## config.mk

```make
export PLATFORM = sky130hd
export DESIGN_NAME = d4_wavelet_forward
export DESIGN_NICKNAME = d
export VERILOG_FILES = /design/src/rtl/d4wf_pkg.sv /design/src/rtl/d4wf_front.sv /design/src/rtl/d4wf_queue.sv /design/src/rtl/d4wf_back.sv /design/src/rtl/d4_wavelet_forward.sv
export SDC_FILE = /design/constraint.sdc
export NUM_CORES = 2
export LEC_CHECK = 0
export BUFFER_PORTS_ARGS = -buffer_cell sky130_fd_sc_hd__buf_2
export CORE_MARGIN = 2
export CORE_UTILIZATION = 65
export CTS_BUF_LIST = sky130_fd_sc_hd__clkbuf_4
export DETAILED_ROUTE_END_ITERATION = 16
export PLACE_DENSITY = 0.9
export SYNTH_ARGS = -nofsm -noshare
export SYNTH_HDL_FRONTEND = slang
export SYNTH_SLANG_ARGS = --single-unit
```

## constraint.sdc

```tcl
create_clock -name clk -period 20.7 [get_ports clk]
set_input_delay 3.105 -clock clk [delete_from_list [all_inputs] [get_ports clk]]
set_output_delay 3.105 -clock clk [all_outputs]
set_load 0.05 [all_outputs]
```

## src/rtl/d4wf_pkg.sv

```systemverilog
`timescale 1ns / 1ps
package d4wf_pkg;

	localparam int SAMPLE_W    = 16;
	localparam int TAP_W       = 16;
	localparam int COEF_W      = 17;
	localparam int IDX_W       = 10;
	localparam int HALF_W      = 10;
	localparam int MIN_HALF    = 2;
	localparam int MAX_HALF    = 512;
	localparam int QUEUE_DEPTH = 4;
	localparam int QPTR_W      = 2;
	localparam int PROD_W      = 32;
	localparam int ACC_W       = 34;
	localparam int FRAC_W      = 15;
	localparam int IN_DATA_W   = 16;
	localparam int OUT_DATA_W  = 32;
	localparam int OUT_PAD_W   = OUT_DATA_W - COEF_W - IDX_W;

	// q1.15 filter taps
	localparam logic signed [TAP_W-1:0] TAP0 = 16'sd15826;
	localparam logic signed [TAP_W-1:0] TAP1 = 16'sd27411;
	localparam logic signed [TAP_W-1:0] TAP2 = 16'sd7345;
	localparam logic signed [TAP_W-1:0] TAP3 = -16'sd4240;
	localparam logic signed [TAP_W-1:0] NTAP0 = -16'sd15826;
	localparam logic signed [TAP_W-1:0] NTAP2 = -16'sd7345;

	localparam logic signed [ACC_W-1:0] ROUND_BIAS = ACC_W'(1 << (FRAC_W - 1));

	typedef enum logic [3:0] {
		RES_APPROX      = 4'b0001,
		RES_DETAIL      = 4'b0010,
		RES_WRAP_APPROX = 4'b0100,
		RES_WRAP_DETAIL = 4'b1000
	} res_t;

	typedef struct packed {
		logic signed [SAMPLE_W-1:0] smp0;
		logic signed [SAMPLE_W-1:0] smp1;
		logic signed [SAMPLE_W-1:0] smp2;
		logic signed [SAMPLE_W-1:0] smp3;
		logic signed [SAMPLE_W-1:0] wrp0;
		logic signed [SAMPLE_W-1:0] wrp1;
		logic [IDX_W-1:0]           idx;
		logic                       last;
	} job_t;

endpackage

```

## src/rtl/d4wf_front.sv

```systemverilog
`timescale 1ns / 1ps
module d4wf_front import d4wf_pkg::*; (
	input  logic                 clk,
	input  logic                 arst_n,
	input  logic                 cfg_valid,
	output logic                 cfg_ready,
	input  logic [HALF_W-1:0]    cfg_data,
	input  logic                 s_tvalid,
	output logic                 s_tready,
	input  logic [IN_DATA_W-1:0] s_tdata,
	input  logic                 q_full,
	output logic                 push,
	output job_t                 push_job,
	output logic [HALF_W-1:0]    half
);

	logic [HALF_W-1:0]          half_q;
	logic [HALF_W-1:0]          count_q;
	logic signed [SAMPLE_W-1:0] wrap_q [2];
	logic signed [SAMPLE_W-1:0] win_q [3];
	logic signed [SAMPLE_W-1:0] x;
	logic [HALF_W-1:0]          cfg_clamped;
	logic [HALF_W:0]            blen;
	logic                       accept;
	logic                       final_smp;

	assign cfg_ready = 1'b1;
	assign s_tready  = !q_full;
	assign accept    = s_tvalid && s_tready;
	assign x         = $signed(s_tdata[SAMPLE_W-1:0]);
	assign blen      = {half_q, 1'b0};
	assign final_smp = ({1'b0, count_q} + (HALF_W+1)'(1)) >= blen;
	assign half      = half_q;

	always_comb begin
		cfg_clamped = cfg_data;
		if (cfg_data < HALF_W'(MIN_HALF)) begin
			cfg_clamped = HALF_W'(MIN_HALF);
		end else if (cfg_data > HALF_W'(MAX_HALF)) begin
			cfg_clamped = HALF_W'(MAX_HALF);
		end
	end

	assign push = accept && count_q[0] && (count_q >= HALF_W'(3));

	always_comb begin
		push_job.smp0 = win_q[0];
		push_job.smp1 = win_q[1];
		push_job.smp2 = win_q[2];
		push_job.smp3 = x;
		push_job.wrp0 = wrap_q[0];
		push_job.wrp1 = wrap_q[1];
		push_job.idx  = IDX_W'((count_q - HALF_W'(3)) >> 1);
		push_job.last = final_smp;
	end

	always_ff @(posedge clk or negedge arst_n) begin
		if (!arst_n) begin
			half_q  <= HALF_W'(MIN_HALF);
			count_q <= '0;
		end else begin
			if (cfg_valid && cfg_ready) begin
				half_q  <= cfg_clamped;
				count_q <= '0;
			end else if (accept) begin
				count_q <= final_smp ? '0 : count_q + HALF_W'(1);
			end
		end
	end

	always_ff @(posedge clk or negedge arst_n) begin
		if (!arst_n) begin
			wrap_q[0] <= '0;
			wrap_q[1] <= '0;
			win_q[0]  <= '0;
			win_q[1]  <= '0;
			win_q[2]  <= '0;
		end else if (accept) begin
			if (count_q == HALF_W'(0)) begin
				wrap_q[0] <= x;
			end
			if (count_q == HALF_W'(1)) begin
				wrap_q[1] <= x;
			end
			win_q[0] <= win_q[1];
			win_q[1] <= win_q[2];
			win_q[2] <= x;
		end
	end

endmodule

```

## src/rtl/d4wf_queue.sv

```systemverilog
`timescale 1ns / 1ps
module d4wf_queue import d4wf_pkg::*; (
	input  logic clk,
	input  logic arst_n,
	input  logic push,
	input  job_t push_job,
	input  logic pop,
	output job_t head,
	output logic empty,
	output logic full
);

	job_t              mem_q [QUEUE_DEPTH];
	logic [QPTR_W-1:0] wr_q;
	logic [QPTR_W-1:0] rd_q;
	logic [QPTR_W:0]   cnt_q;

	assign empty = (cnt_q == '0);
	assign full  = (cnt_q == (QPTR_W+1)'(QUEUE_DEPTH));
	assign head  = mem_q[rd_q];

	always_ff @(posedge clk) begin
		if (push) begin
			mem_q[wr_q] <= push_job;
		end
	end

	always_ff @(posedge clk or negedge arst_n) begin
		if (!arst_n) begin
			wr_q  <= '0;
			rd_q  <= '0;
			cnt_q <= '0;
		end else begin
			if (push) begin
				wr_q <= wr_q + QPTR_W'(1);
			end
			if (pop) begin
				rd_q <= rd_q + QPTR_W'(1);
			end
			if (push && !pop) begin
				cnt_q <= cnt_q + (QPTR_W+1)'(1);
			end else if (pop && !push) begin
				cnt_q <= cnt_q - (QPTR_W+1)'(1);
			end
		end
	end

endmodule

```

## src/rtl/d4wf_back.sv

```systemverilog
`timescale 1ns / 1ps
module d4wf_back import d4wf_pkg::*; (
	input  logic                  clk,
	input  logic                  arst_n,
	input  job_t                  head,
	input  logic                  empty,
	input  logic [HALF_W-1:0]     half,
	output logic                  pop,
	output logic                  m_tvalid,
	input  logic                  m_tready,
	output logic [OUT_DATA_W-1:0] m_tdata,
	output logic                  m_tlast
);

	res_t                       r_q;
	res_t                       r_next;
	logic                       adv;
	logic                       issue;
	logic                       wrap_sel;
	logic                       det_sel;
	logic signed [SAMPLE_W-1:0] op [4];
	logic signed [TAP_W-1:0]    tap [4];
	logic [IDX_W-1:0]           base_idx;
	logic [IDX_W-1:0]           res_idx;

	logic signed [PROD_W-1:0]   prod_s1 [4];
	logic [IDX_W-1:0]           idx_s1;
	logic                       done_s1;
	logic                       vld_s1;

	logic signed [ACC_W-1:0]    acc;
	logic signed [ACC_W-1:0]    rnd;
	logic [COEF_W-1:0]          coef_q;
	logic [IDX_W-1:0]           idx_q;
	logic                       done_q;
	logic                       vld_q;

	assign adv   = !vld_q || m_tready;
	assign issue = !empty && adv;

	assign wrap_sel = (r_q == RES_WRAP_APPROX) || (r_q == RES_WRAP_DETAIL);
	assign det_sel  = (r_q == RES_DETAIL) || (r_q == RES_WRAP_DETAIL);

	assign pop = issue && (((r_q == RES_DETAIL) && !head.last) || (r_q == RES_WRAP_DETAIL));

	always_comb begin
		unique case (r_q)
			RES_APPROX:      r_next = RES_DETAIL;
			RES_DETAIL:      r_next = RES_WRAP_APPROX;
			RES_WRAP_APPROX: r_next = RES_WRAP_DETAIL;
			RES_WRAP_DETAIL: r_next = RES_APPROX;
			default:         r_next = RES_APPROX;
		endcase
		if (pop) begin
			r_next = RES_APPROX;
		end
	end

	always_comb begin
		if (wrap_sel) begin
			op[0] = head.smp2;
			op[1] = head.smp3;
			op[2] = head.wrp0;
			op[3] = head.wrp1;
		end else begin
			op[0] = head.smp0;
			op[1] = head.smp1;
			op[2] = head.smp2;
			op[3] = head.smp3;
		end
		if (det_sel) begin
			tap[0] = TAP3;
			tap[1] = NTAP2;
			tap[2] = TAP1;
			tap[3] = NTAP0;
		end else begin
			tap[0] = TAP0;
			tap[1] = TAP1;
			tap[2] = TAP2;
			tap[3] = TAP3;
		end
	end

	assign base_idx = wrap_sel ? IDX_W'(half - HALF_W'(1)) : head.idx;
	assign res_idx  = det_sel ? base_idx + IDX_W'(half) : base_idx;

	always_ff @(posedge clk or negedge arst_n) begin
		if (!arst_n) begin
			r_q    <= RES_APPROX;
			vld_s1 <= 1'b0;
			vld_q  <= 1'b0;
		end else if (adv) begin
			vld_s1 <= issue;
			vld_q  <= vld_s1;
			if (issue) begin
				r_q <= r_next;
			end
		end
	end

	always_ff @(posedge clk) begin
		if (adv) begin
			for (int k = 0; k < 4; k++) begin
				prod_s1[k] <= op[k] * tap[k];
			end
			idx_s1  <= res_idx;
			done_s1 <= (r_q == RES_WRAP_DETAIL);
		end
	end

	assign acc = ACC_W'(prod_s1[0]) + ACC_W'(prod_s1[1])
		+ ACC_W'(prod_s1[2]) + ACC_W'(prod_s1[3]);
	assign rnd = acc + ROUND_BIAS;

	always_ff @(posedge clk) begin
		if (adv) begin
			coef_q <= rnd[FRAC_W+COEF_W-1:FRAC_W];
			idx_q  <= idx_s1;
			done_q <= done_s1;
		end
	end

	assign m_tvalid = vld_q;
	assign m_tdata  = {OUT_PAD_W'(0), idx_q, coef_q};
	assign m_tlast  = done_q;

endmodule

```

## src/rtl/d4_wavelet_forward.sv

```systemverilog
`timescale 1ns / 1ps
// forward d4 wavelet, one level, periodic wrap over blocks of 2*half_length samples
// s_* channel: one signed sample per request, s_tdata[15:0]
// m_* channel: one coefficient per request; tlast marks the last one of the block
// cfg_* channel: half_length write (clamped to 2..512), restarts the block count
// after every odd sample position from 3 on, an approximation and a detail follow;
// the last sample of a block adds the wrap pair, so four requests leave for it
// a sample's results pass through the job queue, the product register and the output register
// throughput: one sample per cycle; on average one coefficient per cycle leaves,
// set by the single issue slot of the back end (one coefficient per cycle)
// a four-entry job queue between front and back absorbs the extra wrap pair
// and receiver stalls; when it fills, s_tready drops
// a stall on m_tready freezes the back end pipeline and the output register
// reset: half_length is 2, block position, queue and pipeline are empty
module d4_wavelet_forward import d4wf_pkg::*; (
	input  logic                  clk,
	input  logic                  arst_n,
	input  logic                  cfg_valid,
	output logic                  cfg_ready,
	input  logic [HALF_W-1:0]     cfg_data,
	input  logic                  s_tvalid,
	output logic                  s_tready,
	input  logic [IN_DATA_W-1:0]  s_tdata,   // sample
	output logic                  m_tvalid,
	input  logic                  m_tready,
	output logic [OUT_DATA_W-1:0] m_tdata,   // coefficient, coefficient_index, zero pad
	output logic                  m_tlast
);

	logic              push;
	job_t              push_job;
	logic              pop;
	job_t              head;
	logic              q_empty;
	logic              q_full;
	logic [HALF_W-1:0] half;

	d4wf_front u_front (
		.clk      (clk),
		.arst_n   (arst_n),
		.cfg_valid(cfg_valid),
		.cfg_ready(cfg_ready),
		.cfg_data (cfg_data),
		.s_tvalid (s_tvalid),
		.s_tready (s_tready),
		.s_tdata  (s_tdata),
		.q_full   (q_full),
		.push     (push),
		.push_job (push_job),
		.half     (half)
	);

	d4wf_queue u_queue (
		.clk     (clk),
		.arst_n  (arst_n),
		.push    (push),
		.push_job(push_job),
		.pop     (pop),
		.head    (head),
		.empty   (q_empty),
		.full    (q_full)
	);

	d4wf_back u_back (
		.clk     (clk),
		.arst_n  (arst_n),
		.head    (head),
		.empty   (q_empty),
		.half    (half),
		.pop     (pop),
		.m_tvalid(m_tvalid),
		.m_tready(m_tready),
		.m_tdata (m_tdata),
		.m_tlast (m_tlast)
	);

`ifndef SYNTH
	a_no_push_when_full: assert property (@(posedge clk) disable iff (!arst_n)
		push |-> !q_full)
		else $error("job pushed into full queue");

	a_no_pop_when_empty: assert property (@(posedge clk) disable iff (!arst_n)
		pop |-> !q_empty)
		else $error("job popped from empty queue");

	a_last_index: assert property (@(posedge clk) disable iff (!arst_n)
		(m_tvalid && m_tlast) |->
			(m_tdata[COEF_W+IDX_W-1:COEF_W] == IDX_W'({half, 1'b0} - 11'd1)))
		else $error("block end on wrong coefficient index");
`endif

endmodule
```

# Word-level counts from Yosys, hierarchy flattened
# Memory sizes are Yosys's and may differ from the RTL's.
# Cells that the tools add are included.
word_totals:
  word_cells: 89
  n_memories: 2
  ram_bits: 552
  register_bits: 152
  input_bits: 31
classes:
  mux: 17
  n_reduce_logical: 25
  magnitude_cmp: 4
  multipliers: 4
  n_eq_ne: 6
  add_sub_neg: 13
memory_table:
  columns: ["name", "depth", "word_bits", "rd", "rd_clocked_by_memory_dff", "wr", "line_no", "text"]
  rows:
  - ["u_queue.mem_q", 4, 106, 1, 0, 1, "d4wf_queue.sv:13", "job_t mem_q [QUEUE_DEPTH];"]
  - ["u_back.prod_s1", 4, 32, 4, 0, 4, "d4wf_back.sv:26", "logic signed [PROD_W-1:0] prod_s1 [4];"]
op_table:
  columns: ["op", "n"]
  rows:
  - ["$mul A16 B16 Y32", 4]
  - ["$mux W64", 2]
  - ["$add A32 B32 Y32", 3]
  - ["$mux W10", 7]
  - ["$add A32 B16 Y32 const B", 1]
  - ["$pmux W4 S3", 1]
  - ["$add A10 B1 Y11 const B", 1]
  - ["$ge A11 B11 Y1", 1]
  - ["$add A10 B1 Y10 const B", 1]
  - ["$add A10 B10 Y10", 1]
  - ["$eq A10 B1 Y1 const B", 1]
  - ["$ge A10 B2 Y1 const B", 1]
  - ["$gt A10 B10 Y1 const B", 1]
  - ["$logic_not A10 Y1", 1]
  - ["$lt A10 B2 Y1 const B", 1]
  - ["$sub A10 B1 Y10 const B", 1]
  - ["$sub A10 B2 Y10 const B", 1]
  - ["$logic_and A1 B1 Y1", 8]
  - ["$logic_not A1 Y1", 6]
  - ["$mux W3", 2]
  - ["$reduce_and A2 Y1", 3]
  - ["$add A2 B1 Y2 const B", 2]
  - ["$eq A4 B1 Y1 const B", 1]
  - ["$eq A4 B2 Y1 const B", 1]
  - ["other kinds (10)", 17]

# Logic depth before layout (Yosys ltp)
logic_depth:
  ltp_word: 9
  depth_mapped: 30
  depth_no_buf: 27

# Hierarchy
# Synthesis repeated with hierarchy kept, for this count alone.
hier_totals:
  hier_cells: 4508
  hier_area_um2: 57112.3
modules_own_cells:
  columns: ["mod", "instances", "cells_each", "area_each_um2", "seq_area_each_um2"]
  rows:
  - ["d4wf_back", 1, 3454, 36622.6, 5106.1]
  - ["d4wf_queue", 1, 593, 15792.6, 13027.5]
  - ["d4wf_front", 1, 461, 4697.0, 2503.7]

# Worst setup path after synthesis
# Ideal clock, no wire load.
synth_path:
  path_type: "input to register"
  startpoint: "in m_tready"
  endpoint: "reg u_queue.cnt_q[1]"
  path_slack_ns: 11.078
  stages: 8
  arrival_ns: 9.497
  t_required_ns: 20.575
  cell_sequence: "nand2b_1 o31ai_1 nor2_1 o211ai_1 ha_1 inv_1 fa_1 mux2_2"
synth_via:
  elab_chain_cells: 6
  word_cells_on_any_way: 8
  classes_between: "1 x mux; 7 x reduce/logical"
synth_rtl:
  columns: ["element", "line_no", "text"]
  rows:
  - ["start, declared", "d4_wavelet_forward.sv:25", "input logic m_tready,"]
  - ["$logic_or A1 B1 Y1 (*)", "d4wf_back.sv:38", "assign adv = !vld_q || m_tready;"]
  - ["$logic_and A1 B1 Y1 (*)", "d4wf_back.sv:39", "assign issue = !empty && adv;"]
  - ["$logic_and A1 B1 Y1 (*)", "d4wf_back.sv:44", "assign pop = issue && (((r_q == RES_DETAIL) && !head.last) || (r_q == RES_WRAP_DETAIL));"]
  - ["$logic_not A1 Y1", "d4wf_queue.sv:40", "if (push && !pop) begin"]
  - ["$logic_and A1 B1 Y1", "d4wf_queue.sv:40", null]
  - ["$mux W3 or $reduce_bool A2 Y1 (tied branches)", null, null]
  - ["end signal, assigned", "d4wf_queue.sv:41", "cnt_q <= cnt_q + (QPTR_W+1)'(1);"]
  - ["end signal, assigned", "d4wf_queue.sv:43", "cnt_q <= cnt_q - (QPTR_W+1)'(1);"]
  - ["end, declared", "d4wf_queue.sv:16", "logic [QPTR_W:0] cnt_q;"]
# Every way passes the cells marked *; elsewhere a longest branch is shown, timed or not.
# A chain may end at the register's enable or synchronous reset.

==> summary.json <==
{
  "grt_setup_unrepaired": {"value": "false"},
  "report.final.slew_viol_count": {"value": 0},
  "die_y": {"value": 301, "unit": "um"},
  "layout_min_cycle_time": {"value": 9.67, "unit": "ns"},
  "clkSinkCount": {"value": 702},
  "drv_cap": {"value": 0},
  "drt_iter0_markers": {"value": 4061},
  "vias_in_the_first_global_route": {"value": 40300},
  "ys_seq_elements": {"value": 702},
  "initial_antenna_violation_count": {"value": 6},
  "wirelength": {"value": 145000, "unit": "um"},
  "final-setup-viol-count": {"value": 0},
  "synth_common_cells": {"value": "1094 x sky130_fd_sc_hd__inv_1, 775 x sky130_fd_sc_hd__fa_1, 589 x sky130_fd_sc_hd__edfxtp_1, 499 x sky130_fd_sc_hd__ha_1, 319 x sky130_fd_sc_hd__nand2_1"},
  "critical_path_buf_inv_count": {"value": 6},
  "htree_num_levels": {"value": 4},
  "hold_viol_final": {"value": 0},
  "io_pins": {"value": 67},
  "critPathCaptureType": {"value": "flop"},
  "via_per_inst": {"value": 5.97},
  "path_clk_slew": {"value": 0.08, "unit": "ns"},
  "timing.final.crit_share": {"value": 46.7, "unit": "%"},
  "clock_insertion_delay_worst_skew": {"value": 1.16, "unit": "ns"},
  "postCtsSetupBuffers": {"value": 0},
  "die-width": {"value": 301, "unit": "um"},
  "initial_utilization": {"value": 65.8, "unit": "%"},
  "syn_avg_cell_area": {"value": 12.5, "unit": "sq um"},
  "setup.worst_path.class": {"value": "reg2reg"},
  "layout-drive-gt1-share": {"value": 11.7, "unit": "%"},
  "cts-root-buf": {"value": "sky130_fd_sc_hd__clkbuf_4"},
  "synth-edff-count": {"value": 589},
  "synthMostInstantiatedCell": {"value": "sky130_fd_sc_hd__inv_1"},
  "cts_hold_repair.buffers": {"value": 0},
  "synthDominantAreaCellType": {"value": "sky130_fd_sc_hd__edfxtp_1"},
  "layout.filler_cells": {"value": 5483},
  "fin_tns_setup": {"value": 0, "unit": "ns"},
  "synth_area": {"value": 57300, "unit": "sq um"},
  "run_status": {"value": "finished, final reports clean"},
  "dr_vias": {"value": 36500},
  "synth_sequential_area_ratio": {"value": 35.8, "unit": "%"},
  "cp_max_fo": {"value": 47},
  "post-synth-top-area-fraction": {"value": 30.9, "unit": "%"},
  "max_stage_delay": {"value": 0.84, "unit": "ns"},
  "ctsResizeCount": {"value": 0},
  "cts_tree": {"value": "done"},
  "gr-usage-all-layers": {"value": 33.6, "unit": "%"},
  "io_buffer_count": {"value": 60},
  "core_area": {"value": 87000, "unit": "sq um"},
  "synth_top_cells_by_area": {"value": "sky130_fd_sc_hd__edfxtp_1 31%, sky130_fd_sc_hd__fa_1 27%, sky130_fd_sc_hd__ha_1 11%"},
  "wl_per_cell": {"value": 23.7, "unit": "um"},
  "ys_warn_count": {"value": 0},
  "max-clock-path-buffers": {"value": 3},
  "drt_first_pass_iters": {"value": 10},
  "timing.hold.worst.class": {"value": "reg2reg"},
  "finalNetCount": {"value": 6115},
  "crit_path_frequent_cell": {"value": "sky130_fd_sc_hd__fa_1"},
  "ant_nets_after_route": {"value": 0},
  "slew-limit-headroom": {"value": 17.3, "unit": "%"},
  "seqCellArea": {"value": 20500, "unit": "sq um"},
  "grt_start_max_net_pins": {"value": 72},
  "postSynth.asyncResetShare": {"value": 16.1, "unit": "%"},
  "dp.final_hpwl": {"value": 106000, "unit": "um"},
  "arrival": {"value": 10.53, "unit": "ns"},
  "cts-buffers-inserted": {"value": 174},
  "die_area": {"value": 90500, "unit": "sq um"},
  "synth_top_flop_cell": {"value": "sky130_fd_sc_hd__edfxtp_1"},
  "fin_skew": {"value": 0.138, "unit": "ns"},
  "worst_slew_pin_slew": {"value": 1.23, "unit": "ns"},
  "area_growth_syn_to_layout": {"value": 7.34, "unit": "%"},
  "start_kind": {"value": "flop"},
  "rows": {"value": 108},
  "cp_cell_sequence": {"value": "nor4b_4, nor2_4, buf_4, buf_4, mux2i_1, inv_1, nand2_1, inv_1, fa_1, fa_1, fa_1, fa_1, inv_1, fa_1, inv_1, ha_1, ha_1, nand4_1, a2111oi_0, nor2_1, o211ai_1, a31oi_1, o21ai_0, xor2_1"},
  "syn_inst": {"value": 4591},
  "multi_input_area": {"value": 32500, "unit": "sq um"},
  "worst_hold_slack": {"value": 0.433, "unit": "ns"},
  "fmaxAchievable": {"value": 103, "unit": "MHz"},
  "grt_pass1_wl": {"value": 226000, "unit": "um"},
  "required": {"value": 21.57, "unit": "ns"},
  "gpl.final_weighted_congestion": {"value": 0.980},
  "cpLargestDelayFamily": {"value": "adder cells"},
  "critical-path-slowest-cell": {"value": "sky130_fd_sc_hd__mux2i_1"},
  "synth_cell_type_count": {"value": 78},
  "detail_route.drc_violations": {"value": 0},
  "grt_remaining_overflow": {"value": 0}
}
## per-layer routing
| metal | GRT usage [%] | up-vias | part of all wire, % |
|---|---|---|---|
| met2 | 54.4 | 2319 | 48 |
| met5 | 0 | - | 0.016 |
| li1 | - | 15500 | - |
| met1 | 40.7 | 18100 | 35 |
| met4 | 21.5 | 4 | 7.3 |
| met3 | 8.18 | 590 | 9.7 |
## sequential cells by signal, summed over array words and instances, names as in the netlist
signal / cells
u_back.idx_s1: 10
u_back.done_s1: 1
u_queue.wr_q: 2
u_front.push_job: 80
u_back.coef_q: 17
u_back.prod_s1: 126
u_front.half: 10
u_queue.rd_q: 2
u_queue.mem_q: 424
u_back.r_q: 4
u_queue.cnt_q: 3
u_back.idx_q: 10
u_back.m_tvalid: 1
u_back.m_tlast: 1
u_back.vld_s1: 1
u_front.count_q: 10
## worst paths after layout
kind	start	to	slack [ns]	depth (start not counted)
max in group asynchronous	arst_n	u_front.push_job[85]	17.14	2
max reg2reg	u_back.r_q[1]	u_back.prod_s1[0][30]	11.03	24
min	u_back.idx_s1[0]	u_back.idx_q[0]	0.43	0
min reg2reg	u_back.idx_s1[0]	u_back.idx_q[0]	0.43	0
max	u_back.r_q[1]	u_back.prod_s1[0][30]	11.03	24
min in group asynchronous	arst_n	u_front.count_q[4]	2.02	1
## cell families (layout without fill, tap and decap cells)
logic type               after synthesis  in the layout  share of synthesized area, %
AO/OA/AOI/OAI                        394            394                          4.48
other                                  2             51                        0.0131
adder cells (fa/ha/maj)             1276           1276                          38.0
buffers and inverters               1183           1507                          7.87
AND/OR/NAND/NOR                      645            645                          4.96
multiplexers                         214            214                          6.19
XOR/XNOR                             175            175                          2.67
flip-flops                           702            702                          35.8
## stage by stage
stage / cells / setup slack [ns] / utilization (%) / area [sq um]
after floorplan: 4632 / 11.08 / - / 57500
after global placement: 5789 / 11.53 / 67.9 / 59100
after detailed placement: 5789 / 11.29 / 67.9 / 59100
after CTS: 6111 / 11.20 / 70.7 / 61500
after global routing: 6116 / 10.39 / 70.7 / 61500
final: 6119 / 11.03 / 70.7 / 61500
## area by class of cell
cell class                 count  area share [%]
antenna                        8          0.0326
clock buffer                 260            3.17
clock inverter                62           0.765
inverter                    1096            6.69
multi-input combinational   2747            52.8
sequential                   702            33.4
tap                         1155            2.35
timing repair buffer          89           0.846
## placed cells by master (no fill, tap or decap), drive strengths merged, types with 29 or more instances in the layout
master and instances:
a21o 59, a21oi 114, buf 89, clkbuf 260, clkinv 48, conb 43, dfrtp 111, edfxtp 589
fa 775, ha 499, inv 1102, mux2 64, mux2i 44, mux4 106, nand2 319, nand3 29
nor2 157, nor3 35, o21ai 72, xnor2 126, xor2 49
Power is left out: the tool's default activity adds up to more than one toggle a clock period on the data nets, which glitch-free logic cannot reach.
